**src/design/cau_pkg.sv**
```systemverilog
package cau_pkg;

    // Fraction bits of the Q format on all operand and result parts
    localparam int FRAC_BITS = 16;
    // Quotient bits produced by the divider; anything at or above 2^QW saturates
    localparam int QW = 33;
    // Low magnitude bits the divider still has to shift in
    localparam int NLW = QW - FRAC_BITS;
    // Full-width sum of two 64-bit products
    localparam int SW = 66;

    typedef enum logic [2:0] {
        MODE_ADD = 3'd0,
        MODE_SUB = 3'd1,
        MODE_MUL = 3'd2,
        MODE_DIV = 3'd3,
        MODE_EQ  = 3'd4,
        MODE_NE  = 3'd5
    } mode_t;

    localparam logic [1:0] ST_OK  = 2'd0;
    localparam logic [1:0] ST_DZ  = 2'd1;
    localparam logic [1:0] ST_SAT = 2'd2;

    // Side information that rides along the divider stages
    typedef struct packed {
        logic             is_div;
        logic             dz;
        logic             neg_r;
        logic             neg_i;
        logic             ovf_r;
        logic             ovf_i;
        logic [NLW-1:0]   low_r;
        logic [NLW-1:0]   low_i;
        logic [31:0]      pre_re;
        logic [31:0]      pre_im;
        logic             pre_cmp;
        logic [1:0]       pre_st;
    } side_t;

    // One divider lane: partial remainder and quotient bits so far
    typedef struct packed {
        logic [63:0]   rem;
        logic [QW-1:0] quo;
    } lane_t;

    // Apply sign to a magnitude and clamp to 32 bits; returns {sat, value}
    function automatic logic [32:0] pack_sat(input logic neg, input logic [63:0] mag);
        logic [32:0] r;
        if (neg) begin
            if (mag > 64'h0000_0000_8000_0000) r = {1'b1, 32'h8000_0000};
            else r = {1'b0, 32'(~mag[31:0] + 32'd1)};
        end else begin
            if (mag > 64'h0000_0000_7FFF_FFFF) r = {1'b1, 32'h7FFF_FFFF};
            else r = {1'b0, mag[31:0]};
        end
        return r;
    endfunction

    // One restoring division step
    function automatic lane_t div_step(input lane_t l, input logic nbit,
                                       input logic [63:0] den);
        logic [64:0] t;
        logic        ge;
        lane_t       r;
        t = {l.rem, nbit};
        ge = (t >= {1'b0, den});
        r.rem = ge ? 64'(t - {1'b0, den}) : t[63:0];
        r.quo = {l.quo[QW-2:0], ge};
        return r;
    endfunction

endpackage

```
**src/design/cau_back.sv**
```systemverilog
module cau_back (
    input  logic            aclk,
    input  logic            aresetn,
    input  logic            en,
    input  logic            in_valid,
    input  cau_pkg::side_t  side,
    input  cau_pkg::lane_t  lane_r,
    input  cau_pkg::lane_t  lane_i,
    output logic            out_valid,
    output logic [31:0]     res_real,
    output logic [31:0]     res_imag,
    output logic            compare_true,
    output logic [1:0]      status
);

    logic        out_valid_reg;
    logic [31:0] re_reg, im_reg, re_next, im_next;
    logic        cmp_reg;
    logic [1:0]  st_reg, st_next;
    logic [32:0] pk_r, pk_i;
    logic        sat_r, sat_i;

    // Sign, saturate and select the final result
    always_comb begin
        pk_r = cau_pkg::pack_sat(side.neg_r, 64'(lane_r.quo));
        pk_i = cau_pkg::pack_sat(side.neg_i, 64'(lane_i.quo));
        sat_r = side.ovf_r | pk_r[32];
        sat_i = side.ovf_i | pk_i[32];
        if (side.is_div && !side.dz) begin
            re_next = side.ovf_r ? (side.neg_r ? 32'h8000_0000 : 32'h7FFF_FFFF) : pk_r[31:0];
            im_next = side.ovf_i ? (side.neg_i ? 32'h8000_0000 : 32'h7FFF_FFFF) : pk_i[31:0];
            st_next = (sat_r | sat_i) ? cau_pkg::ST_SAT : cau_pkg::ST_OK;
        end else begin
            re_next = side.pre_re;
            im_next = side.pre_im;
            st_next = side.pre_st;
        end
    end

    always_ff @(posedge aclk) begin
        if (!aresetn) out_valid_reg <= 1'b0;
        else if (en) out_valid_reg <= in_valid;
    end

    always_ff @(posedge aclk) begin
        if (en) begin
            re_reg  <= re_next;
            im_reg  <= im_next;
            cmp_reg <= side.pre_cmp;
            st_reg  <= st_next;
        end
    end

    assign out_valid    = out_valid_reg;
    assign res_real     = re_reg;
    assign res_imag     = im_reg;
    assign compare_true = cmp_reg;
    assign status       = st_reg;

endmodule

```
**config.mk**
```make
export PLATFORM = sky130hd
export DESIGN_NAME = cau_back
export DESIGN_NICKNAME = d
export VERILOG_FILES = /design/src/design/cau_pkg.sv /design/src/design/cau_back.sv
export SDC_FILE = /design/constraint.sdc
export NUM_CORES = 1
export LEC_CHECK = 0
export ABC_AREA = 1
export BUFFER_PORTS_ARGS = -buffer_cell sky130_fd_sc_hd__buf_2
export CORE_AREA = 2 2 145 147
export CTS_CLUSTER_DIAMETER = 80
export DETAILED_ROUTE_END_ITERATION = 8
export DIE_AREA = 0 0 147 149
export GPL_ROUTABILITY_DRIVEN = 0
export HOLD_SLACK_MARGIN = 0.03
export MAX_ROUTING_LAYER = met4
export SYNTH_ARGS = -nofsm -noshare
export SYNTH_HDL_FRONTEND = slang
export SYNTH_SLANG_ARGS = --single-unit
```
**constraint.sdc**
```tcl
create_clock -name aclk -period 1.65 [get_ports aclk]
set_input_delay 0.165 -clock aclk [delete_from_list [all_inputs] [get_ports aclk]]
set_output_delay 0.165 -clock aclk [all_outputs]
set_load 0.03 [all_outputs]
```
Word level (Yosys, flattened, before mapping) --
Index checks and enable logic that the tools add are counted.
Word-level totals: register bits after elaboration 68, bits of input ports 305, output and inout port bits 68, logic and storage cells 32
Operators by class: add/sub/neg operators 2, $lt $le $gt $ge 4, muxes and demuxes 14, bitwise logic cells 5, reduce and logical (&&, ||, !) cells 2
Operator list (count):
- $mux W33 | 6
- $mux W32 | 6
- $gt A33 B31 Y1 const B | 2
- $gt A33 B32 Y1 const B | 2
- $add A32 B1 Y32 const B | 2
- $not A32 Y32 | 2
- $mux W2 | 2
- $or A1 B1 Y1 | 3
- $logic_and A1 B1 Y1 | 1
- $logic_not A1 Y1 | 1

Logic depth before layout (Yosys ltp) --
Gate-level depths: netlist (run 1).
depth in word-level cells 8, gate-level depth with buffers 15, gate-level depth less buffers 14

Least setup slack after synthesis (run 1) --
No wires, ideal clock.
kind input -> register, start input lane_r[0] (netlist name), end register re_reg[7] (netlist: res_real[7]) (data pin), library setup time 0.130 ns, data arrival time 1.556 ns, required time 1.520 ns, slack -0.036 ns, stages 15, buffers on the path 1, path through inv_1 -> ha_1 -> inv_1 -> nor2_4 -> nand2_2 -> nor2_4 -> nand2_2 -> nor2_2 -> nand3_2 -> nand2_2 -> buf_6 -> nand4_1 -> nand2_1 -> nand2_1 -> nand2_1
Between the ends: cells in the longest elaborated chain, start to end 6, elaborated cells between the ends (all ways) 9, classes of those cells 1 x add/sub; 2 x order compare; 5 x mux; 1 x bitwise
Ends and longest elaborated chain:
- start, declared | RTL line cau_back.sv:7 | input cau_pkg::lane_t lane_r,
- $not A32 Y32 | RTL line cau_pkg.sv:52 | else r = {1'b0, 32'(~mag[31:0] + 32'd1)};
- $add A32 B1 Y32 | RTL line cau_pkg.sv:52
- $mux W33 | RTL line cau_pkg.sv:51 | if (mag > 64'h0000_0000_8000_0000) r = {1'b1, 32'h8000_0000};
- $mux W33 (*) | RTL line cau_pkg.sv:50 | if (neg) begin
- $mux W32 (*) | RTL line cau_back.sv:30 | re_next = side.ovf_r ? (side.neg_r ? 32'h8000_0000 : 32'h7FFF_FFFF) : pk_r[31:0];
- $mux W32 (*) | RTL line cau_back.sv:29 | if (side.is_div && !side.dz) begin
- named net re_next[7] | RTL line cau_back.sv:17 | logic [31:0] re_reg, im_reg, re_next, im_next;
- end signal, assigned | RTL line cau_back.sv:47 | re_reg <= re_next;
- end, declared | RTL line cau_back.sv:17
The timed path passes the listed nets; every way through them passes the cells marked *. A chain may end at the register's enable or synchronous reset.

Worst setup path in the final report (run 1) --
start input lane_r[0] (netlist name), end register re_reg[15] (netlist: res_real[15]) (data pin)
Same word-level chain as after synthesis.

==> impl_metrics.tcl, run 1 <==
set metrics [dict create \
    status "finished, final reports clean" \
    synth.most_common_cell "nand2_1" \
    yosysTopAreaCellShare 0.339 \
    finalCritPeriodShare 0.934 \
    die_h_um 149 \
    grt_pass1_wl_mm 35.6 \
    drc 0 \
    syn_area_per_cell_um2 6.55 \
    ant_nets 0 \
    yosys_warnings 0 \
    required_ns 1.83 \
    max_freq_mhz 649 \
    layout-drive-gt1-share 0.366 \
    core-area_mm2 0.0206 \
    cp-end-kind "flip-flop" \
    vias 7277 \
    wl_per_cell_um 14.5 \
    cp-start-kind "input pin" \
    synth_top_area_cell "edfxtp_1" \
    yosys-top-cells-count "nand2_1, nor2_1, a21oi_1" \
    clock_latency_ns 0.33 \
    hpwl_mm 18.5 \
    async_flop_share 0 \
    setup_slack_ns 0.108 \
    root_buffer "clkbuf_16" \
    syn_inst 906 \
    ys_ff_latch 68 \
    start_util 0.289 \
    path_max_fanout 6 \
    hold_violations 0 \
    grt_max_degree 35 \
    synth_fp_nets 1215 \
    arrival_ns 1.72 \
    worst_r2r_path_depth 2 \
    track_usage 0.212 \
    leakagePower_nw 4.36 \
    design_area_mm2 0.00924 \
    firstDrtPassIters 5 \
    finalSetupViolations 0 \
    cts_buffers 9 \
    routed_wl_mm 22.9 \
    synth_flop_cell "edfxtp_1" \
    path_cells "buf_6, inv_4, ha_4, inv_4, nor2_4, nand2_2, nor2_4, nand2_2, nor2_4, nand3_4, nand2_8, buf_4, nand4_1, a21oi_1" \
    min_period_ns 1.54 \
    dpl_cell_area_mm2 0.00875 \
    tritoncts "yes" \
    drv_cap 0 \
    nets 1603 \
    first_iter_violations 525 \
    yosysSeqAreaShare 0.342 \
    min_delay_path_depth 3 \
    cp_common_cell "nor2_4" \
    finalMaxSlewViolations 0 \
    viasPerCell 4.61 \
    h-tree-depth 3 \
    critPathBufInv 4 \
    portBuffers 210 \
    clk_pin_slew_worst_paths_ns 0.06 \
    ir_drop_v 0.000433 \
    die_w_um 147 \
    max_slew_margin 0.662 \
    synth_area_leaders "edfxtp_1, nand2_1, nor2_1" \
    area_delta_synth_final_pct 55.6 \
    pin_count 373 \
    die-area_mm2 0.0219 \
    pre_cts_ws_ns -0.269 \
    cpPeakStageDelay_ns 0.17 \
    worst_path_max_delay_cell "a21oi_1" \
    cts_buffer_depth 2 \
    grt_overflow_total 0 \
    synth-edff-count 67 \
    cp_top_family "simple AND/OR/NAND/NOR gates" \
    power_density_mw_per_mm2 671 \
    path_depth 14 \
    crit_type "input pin to flip-flop" \
    whs_ns 0.0610 \
    hp-class "input pin to flip-flop" \
    yosysUniqueCellTypes 38 \
    worst_pin_slew_ns 0.503 \
    rows 53 \
    grt_pass1_vias 6829 \
    clock_sinks 68 \
    clock_skew_ns 0 \
    post_cts_buffers 0 \
    synth_area_mm2 0.00594 \
    antenna_found_initial 4 \
]
placed cells by master, fill, tap and decap left out, drive strengths merged:
cell type,instances
nor3,15
or4,1
nand3b,3
clkinvlp,2
diode,4
a21oi,84
ha,4
o21bai,1
bufinv,3
clkbuf,9
nor4,3
o21ai,32
dfxtp,1
nor3b,2
nor2,200
nand2,235
buf,404
a31oi,3
dlygate4sd3,1
o31ai,2
nand4,27
clkinv,16
edfxtp,67
a22oi,1
xor2,23
nand3,66
xnor2,10
inv,82
or2,2
path summary, 6_finish.rpt:
check	startpoint	slack [ns]	to
hold / removal	in_valid	0.06	out_valid$_SDFFE_PN0P_
setup / recovery	lane_r[0]	0.11	res_real[15]$_DFFE_PP_
hold reg to reg	out_valid$_SDFFE_PN0P_	0.54	out_valid$_SDFFE_PN0P_
setup reg to reg	out_valid$_SDFFE_PN0P_	1.02	out_valid$_SDFFE_PN0P_
repair_timing:
item	4_1_cts	5_1_grt
resized for setup	0	33
setup endpoints to repair	0	41
hold buffers	1	0
endpoints found under the hold margin	1	0
cell type report:
class	count	area [um2]
multi-input cells	714	3520
repair buffers	405	2620
clock buffers	9	225
inverters	96	368
clock inverters	7	115
flip-flops and latches	68	2030
fillers	2162	11300
diodes	4	10.0
well taps	275	344
metal layers:
| metal | global-route usage | wire length (um) |
|---|---|---|
| met5 | - | 0 |
| met4 | 0.0663 | 450 |
| met3 | 0.0382 | 1700 |
| met2 | 0.293 | 9230 |
| met1 | 0.313 | 11500 |
power breakdown:
part | internal (W) | switching, W | leakage [nW]
clock | 0.00147 | 0.000788 | 0.161
combinational | 0.000694 | 0.00111 | 3.53
sequential | 0.00210 | 0.0000475 | 0.666
stage by stage:
| stage | cells | power [W] | utilization | setup TNS (ns) |
|---|---|---|---|---|
| detailed placement | 1556 | 0.00394 | 0.426 | -12.37 |
| global route | 1578 | 0.00651 | 0.450 | -0.146 |
| finish | 1578 | 0.00620 | 0.450 | 0 |
| floorplan | 906 | 0.00305 | - | 0 |
| global placement | 1556 | 0.00394 | 0.426 | -10.11 |
| CTS | 1573 | 0.00624 | 0.443 | 0 |
worst register-to-register path, delay by kind of cell (launching register included):
kind / cells / cell delay (ns)
DFF: 1 / 0.30
AOI/OAI and AO/OA: 2 / 0.21
logic make-up after synthesis:
group	Yosys count	share of synthesized area
buf+inv	125	0.0855
compound gates	123	0.106
fa+ha+maj	4	0.00843
flops	68	0.342
xor+xnor	33	0.0487
simple gates	553	0.409
Note: power is estimated with default switching activity, not from simulation.
==> run 2, diff against run 1 <==
- HOLD_SLACK_MARGIN: 0.03 -> 0.15
==> impl_metrics.tcl, run 2 (same netlist as run 1, synthesis figures left out) <==
set metrics [dict create \
    seqCellArea_mm2 0.00203 \
    viasPerCell 4.61 \
    drc 0 \
    met1_usage 0.315 \
    required_ns 1.83 \
    cp_common_cell "nor2_4" \
    max_freq_mhz 650 \
    nets 1644 \
    die_w_um 147 \
    firstDrtPassIters 6 \
    grt_max_degree 35 \
    clock_sinks 68 \
    hp-class "input pin to flip-flop" \
    finalMaxSlewViolations 0 \
    antenna_found_initial 5 \
    final_cell_mix "nand2_1, buf_2, buf_4" \
    cp-start-kind "input pin" \
    layout-drive-gt1-share 0.357 \
    grtUsageMet3 0.0373 \
    tritoncts "yes" \
    cpPeakStageDelay_ns 0.17 \
    nFillCells 2118 \
    cts_buffer_depth 2 \
    track_usage 0.215 \
    crit_type "input pin to flip-flop" \
    clk_pin_slew_worst_paths_ns 0.06 \
    wl_per_cell_um 14.4 \
    cts_buffers 9 \
    min_delay_path_depth 3 \
    grt_overflow_total 0 \
    grt_pass1_wl_mm 36.1 \
    hpwl_mm 18.5 \
    power_w 0.00628 \
    finalCritPeriodShare 0.933 \
    first_iter_violations 499 \
    multi_input_area_mm2 0.00354 \
    clock_skew_ns 0 \
    power_density_mw_per_mm2 650 \
    path_cells "buf_6, inv_4, ha_4, inv_4, nor2_4, nand2_2, nor2_4, nand2_2, nor2_4, nand3_4, nand2_8, buf_4, nand4_1, a21oi_1" \
    drv_cap 0 \
    leakagePower_nw 4.52 \
    die-area_mm2 0.0219 \
    finalSetupViolations 0 \
    routed_wl_mm 23.4 \
    worst_r2r_path_depth 3 \
    grt_pass1_vias 6980 \
    core-area_mm2 0.0206 \
    busiest_layer "met1" \
    design_area_mm2 0.00966 \
    rows 53 \
    portBuffers 210 \
    cp-end-kind "flip-flop" \
    min_period_ns 1.54 \
    final_common_cell "nand2_1" \
    arrival_ns 1.72 \
    h-tree-depth 3 \
    worst_path_max_delay_cell "nand2_8" \
    ant_nets 0 \
    met2_usage 0.300 \
    worst_pin_slew_ns 0.503 \
    start_util 0.289 \
    root_buffer "clkbuf_16" \
    dpl_cell_area_mm2 0.00875 \
    hold_violations 0 \
    vias 7465 \
    max_slew_margin 0.662 \
    die_h_um 149 \
    pin_count 373 \
    area_delta_synth_final_pct 62.6 \
    path_max_fanout 6 \
    status "finished, final reports clean" \
    clock_latency_ns 0.33 \
    ir_drop_v 0.000432 \
]
[run 2: power breakdown]
group	internal [W]	switching (W)	leakage, nW
Sequential	0.00210	0.0000499	0.666
Clock	0.00147	0.000781	0.161
Combinational	0.000757	0.00112	3.70
[run 2: worst paths after layout]
check / slack (ns) / end / start
setup / recovery: 0.11 / res_real[15]$_DFFE_PP_ / lane_r[0]
hold / removal: 0.15 / res_real[23]$_DFFE_PP_ / side[58]
setup reg to reg: 0.47 / out_valid$_SDFFE_PN0P_ / out_valid$_SDFFE_PN0P_
hold reg to reg: 1.09 / out_valid$_SDFFE_PN0P_ / out_valid$_SDFFE_PN0P_
[run 2: routing by layer]
| layer | vias to the layer above | part of all wire |
|---|---|---|
| li1 | 3828 | - |
| met1 | 3298 | 0.50 |
| met5 | - | 0 |
| met2 | 304 | 0.41 |
| met4 | 0 | 0.022 |
| met3 | 35 | 0.077 |
[run 2: worst max-delay path, delay by kind of cell]
kind,cells,cell delay (ns)
AOI/OAI and AO/OA,1,0.17
adders and majority gates,1,0.14
buffers and inverters,4,0.33
and+or+nand+nor,8,0.92
[run 2: cell type report]
cell class,count,share of cell area
antenna,5,0.00130
inverter,96,0.0381
tap,275,0.0356
multi-input combinational,715,0.366
clock buffer,9,0.0233
timing repair buffer,445,0.313
sequential,68,0.210
clock inverter,7,0.0119
[run 2: stage by stage]
| stage | setup WS (ns) | hold slack, ns | setup TNS [ns] | std cells | utilization |
|---|---|---|---|---|---|
| floorplan | 0.00247 | 0.258 | 0 | 906 | - |
| global placement | -0.237 | 0.348 | -10.11 | 1556 | 0.426 |
| detailed placement | -0.269 | 0.343 | -12.37 | 1556 | 0.426 |
| CTS | 0.0788 | 0.152 | 0 | 1613 | 0.462 |
| global route | -0.0298 | 0.151 | -0.148 | 1620 | 0.470 |
| finish | 0.110 | 0.154 | 0 | 1620 | 0.470 |
[run 2: timing repair]
| item | CTS | global route |
|---|---|---|
| gates resized for setup | 0 | 34 |
| setup endpoints to repair | 0 | 42 |
| setup buffers | 0 | 0 |
| hold endpoints to repair | 40 | 0 |
| hold buffers | 41 | 0 |
==> run 3, diff against run 2 <==
- ABC_AREA: 1 -> not set
- CORE_AREA: 2 2 145 147 -> 2 2 147 149
- DIE_AREA: 0 0 147 149 -> 0 0 149 151
==> impl_metrics.tcl, run 3 <==
set metrics [dict create \
    final_cell_mix "buf_2, buf_4, nor2_1" \
    track_usage 0.222 \
    finalMaxSlewViolations 0 \
    yosys_warnings 0 \
    synth_area_mm2 0.00515 \
    cp-end-kind "flip-flop" \
    grt_pass1_wl_mm 37.2 \
    max_freq_mhz 501 \
    pre_cts_ws_ns -0.752 \
    required_ns 1.74 \
    first_iter_violations 586 \
    hp-class "input pin to flip-flop" \
    cp-start-kind "input pin" \
    grt_overflow_total 0 \
    drv_cap 0 \
    yosysSeqAreaShare 0.395 \
    synth-edff-count 67 \
    crit_type "input pin to flip-flop" \
    max_slew_margin 0.724 \
    ys_ff_latch 68 \
    crit_path_end "res_real[29]$_DFFE_PP_" \
    yosys-top-cells-count "nor2_1, edfxtp_1, nand2_1" \
    die-area_mm2 0.0225 \
    wl_per_cell_um 18.7 \
    layout-drive-gt1-share 0.547 \
    viasPerCell 5.20 \
    grt_max_degree 37 \
    setup_slack_ns -0.344 \
    synth_fp_nets 923 \
    status "finished, violations left" \
    failed_checks "setup timing" \
    reg2reg_slack_ns 0.51 \
    synth_top_area_cell "edfxtp_1" \
    core-area_mm2 0.0208 \
    cts_buffer_depth 2 \
    min_period_ns 1.99 \
    ir_drop_v 0.000454 \
    grt_pass1_vias 6558 \
    power_density_mw_per_mm2 602 \
    async_flop_share 0 \
    start_util 0.247 \
    clk_pin_slew_worst_paths_ns 0.06 \
    tritoncts "yes" \
    rr_startpoint "out_valid$_SDFFE_PN0P_" \
    yosysUniqueCellTypes 64 \
    final_common_cell "buf_2" \
    synth_area_leaders "edfxtp_1, nor2_1, a31oi_1" \
    synth.most_common_cell "nor2_1" \
    rsz0062_at_grt "true" \
    clock_latency_ns 0.34 \
    whs_ns 0.172 \
    crit_start "lane_r[19]" \
    root_buffer "clkbuf_16" \
    fin_util 0.468 \
    hpwl_mm 19.0 \
    area_delta_synth_final_pct 89.4 \
    cts_buffers 9 \
    vias 6932 \
    hold_violations 0 \
    path_max_fanout 4 \
    finalSetupViolations 65 \
    pin_count 373 \
    portBuffers 210 \
    syn_inst 614 \
    nets 1359 \
    firstDrtPassIters 5 \
    arrival_ns 2.08 \
    clock_sinks 68 \
    finalCritPeriodShare 1.21 \
    h-tree-depth 3 \
    yosysTopAreaCellShare 0.391 \
    worst_pin_slew_ns 0.410 \
    syn_area_per_cell_um2 8.39 \
    die_h_um 151 \
    antenna_found_initial 4 \
    synth_flop_cell "edfxtp_1" \
    rows 53 \
    ant_nets 0 \
    die_w_um 149 \
    worst_r2r_path_depth 3 \
    drc 0 \
    regToRegEndpoint "out_valid$_SDFFE_PN0P_" \
    leakagePower_nw 3.90 \
    routed_wl_mm 25.0 \
    clock_skew_ns 0 \
    power_w 0.00587 \
]
-- run 3: cell types whose count changed in the layout (fill, tap and decap cells not counted), sizes merged, moves of 24 or more --
cell / change
inv: -66
buf: +38
a21oi: -51
nor3: +24
nand2: -191
nand3: -47
a31oi: +30
nor2: -122
-- run 3: stage by stage --
step	instance area [um2]	TNS [ns]	std cells
floorplan	5560	-18.05	614
global placement	8430	-37.65	1273
detailed placement	8430	-38.66	1273
CTS	9350	-9.63	1320
global route	9750	-16.12	1333
finish	9750	-13.36	1334
-- run 3: cell families after synthesis --
kind of cell / synth area share
compound gates: 0.224
simple gates: 0.295
xor+xnor: 0.0272
mux: 0.00608
flops: 0.395
fa+ha+maj: 0.00972
buf+inv: 0.0430
-- run 3: how the worst min path moves through the flow --
stage | slack [ns] | startpoint | endpoint | cells after the start
global route | 0.16 | side[54] | res_real[19]$_DFFE_PP_ | 3
global placement | 0.35 | side[2] | compare_true$_DFFE_PP_ | 1
CTS | 0.16 | side[37] | res_real[2]$_DFFE_PP_ | 3
detailed placement | 0.35 | side[2] | compare_true$_DFFE_PP_ | 1
floorplan | 0.26 | side[2] | compare_true$_DFFE_PP_ | 0
finish | 0.17 | side[51] | res_real[16]$_DFFE_PP_ | 3
-- run 3: timing repair --
| item | CTS | global route |
|---|---|---|
| resized for setup | 79 | 58 |
| buffers inserted | 14 | 14 |
| pin swaps | 57 | 51 |
| hold buffers | 19 | 0 |
| hold endpoints to repair | 18 | 0 |
| gates cloned | 2 | 0 |
| endpoints found under the setup margin | 65 | 65 |
-- run 3: layer usage --
| metal | part of all wire | up-vias | wire length, um | global-route usage |
|---|---|---|---|---|
| met5 | 0 | - | 0 | - |
| met4 | 0.021 | 0 | 532 | 0.0590 |
| met3 | 0.074 | 44 | 1840 | 0.0364 |
| met2 | 0.44 | 303 | 10900 | 0.321 |
| met1 | 0.47 | 3284 | 11700 | 0.320 |
| li1 | - | 3301 | - | - |
-- run 3: area by class of cell --
cell class	count	area, um2
Sequential cell	68	2030
Multi-Input combinational cell	494	3710
Tap cell	275	344
Clock inverter	4	17.5
Inverter	16	80.1
Timing Repair Buffer	461	3320
Fill cell	1961	11100
Clock buffer	11	233
Antenna cell	5	12.5
-- run 3: power by group --
part           total, W  switching (W)  internal, W
clock network   0.00178       0.000788     0.000996
logic           0.00194        0.00113     0.000810
registers       0.00215      0.0000494      0.00210
-- run 3: critical path, stage by stage --
cell and delay, ns:
buf_6 0.09, or4_4 0.53, or4_4 0.54, nor4_4 0.28, a211oi_2 0.12, o32a_1 0.36
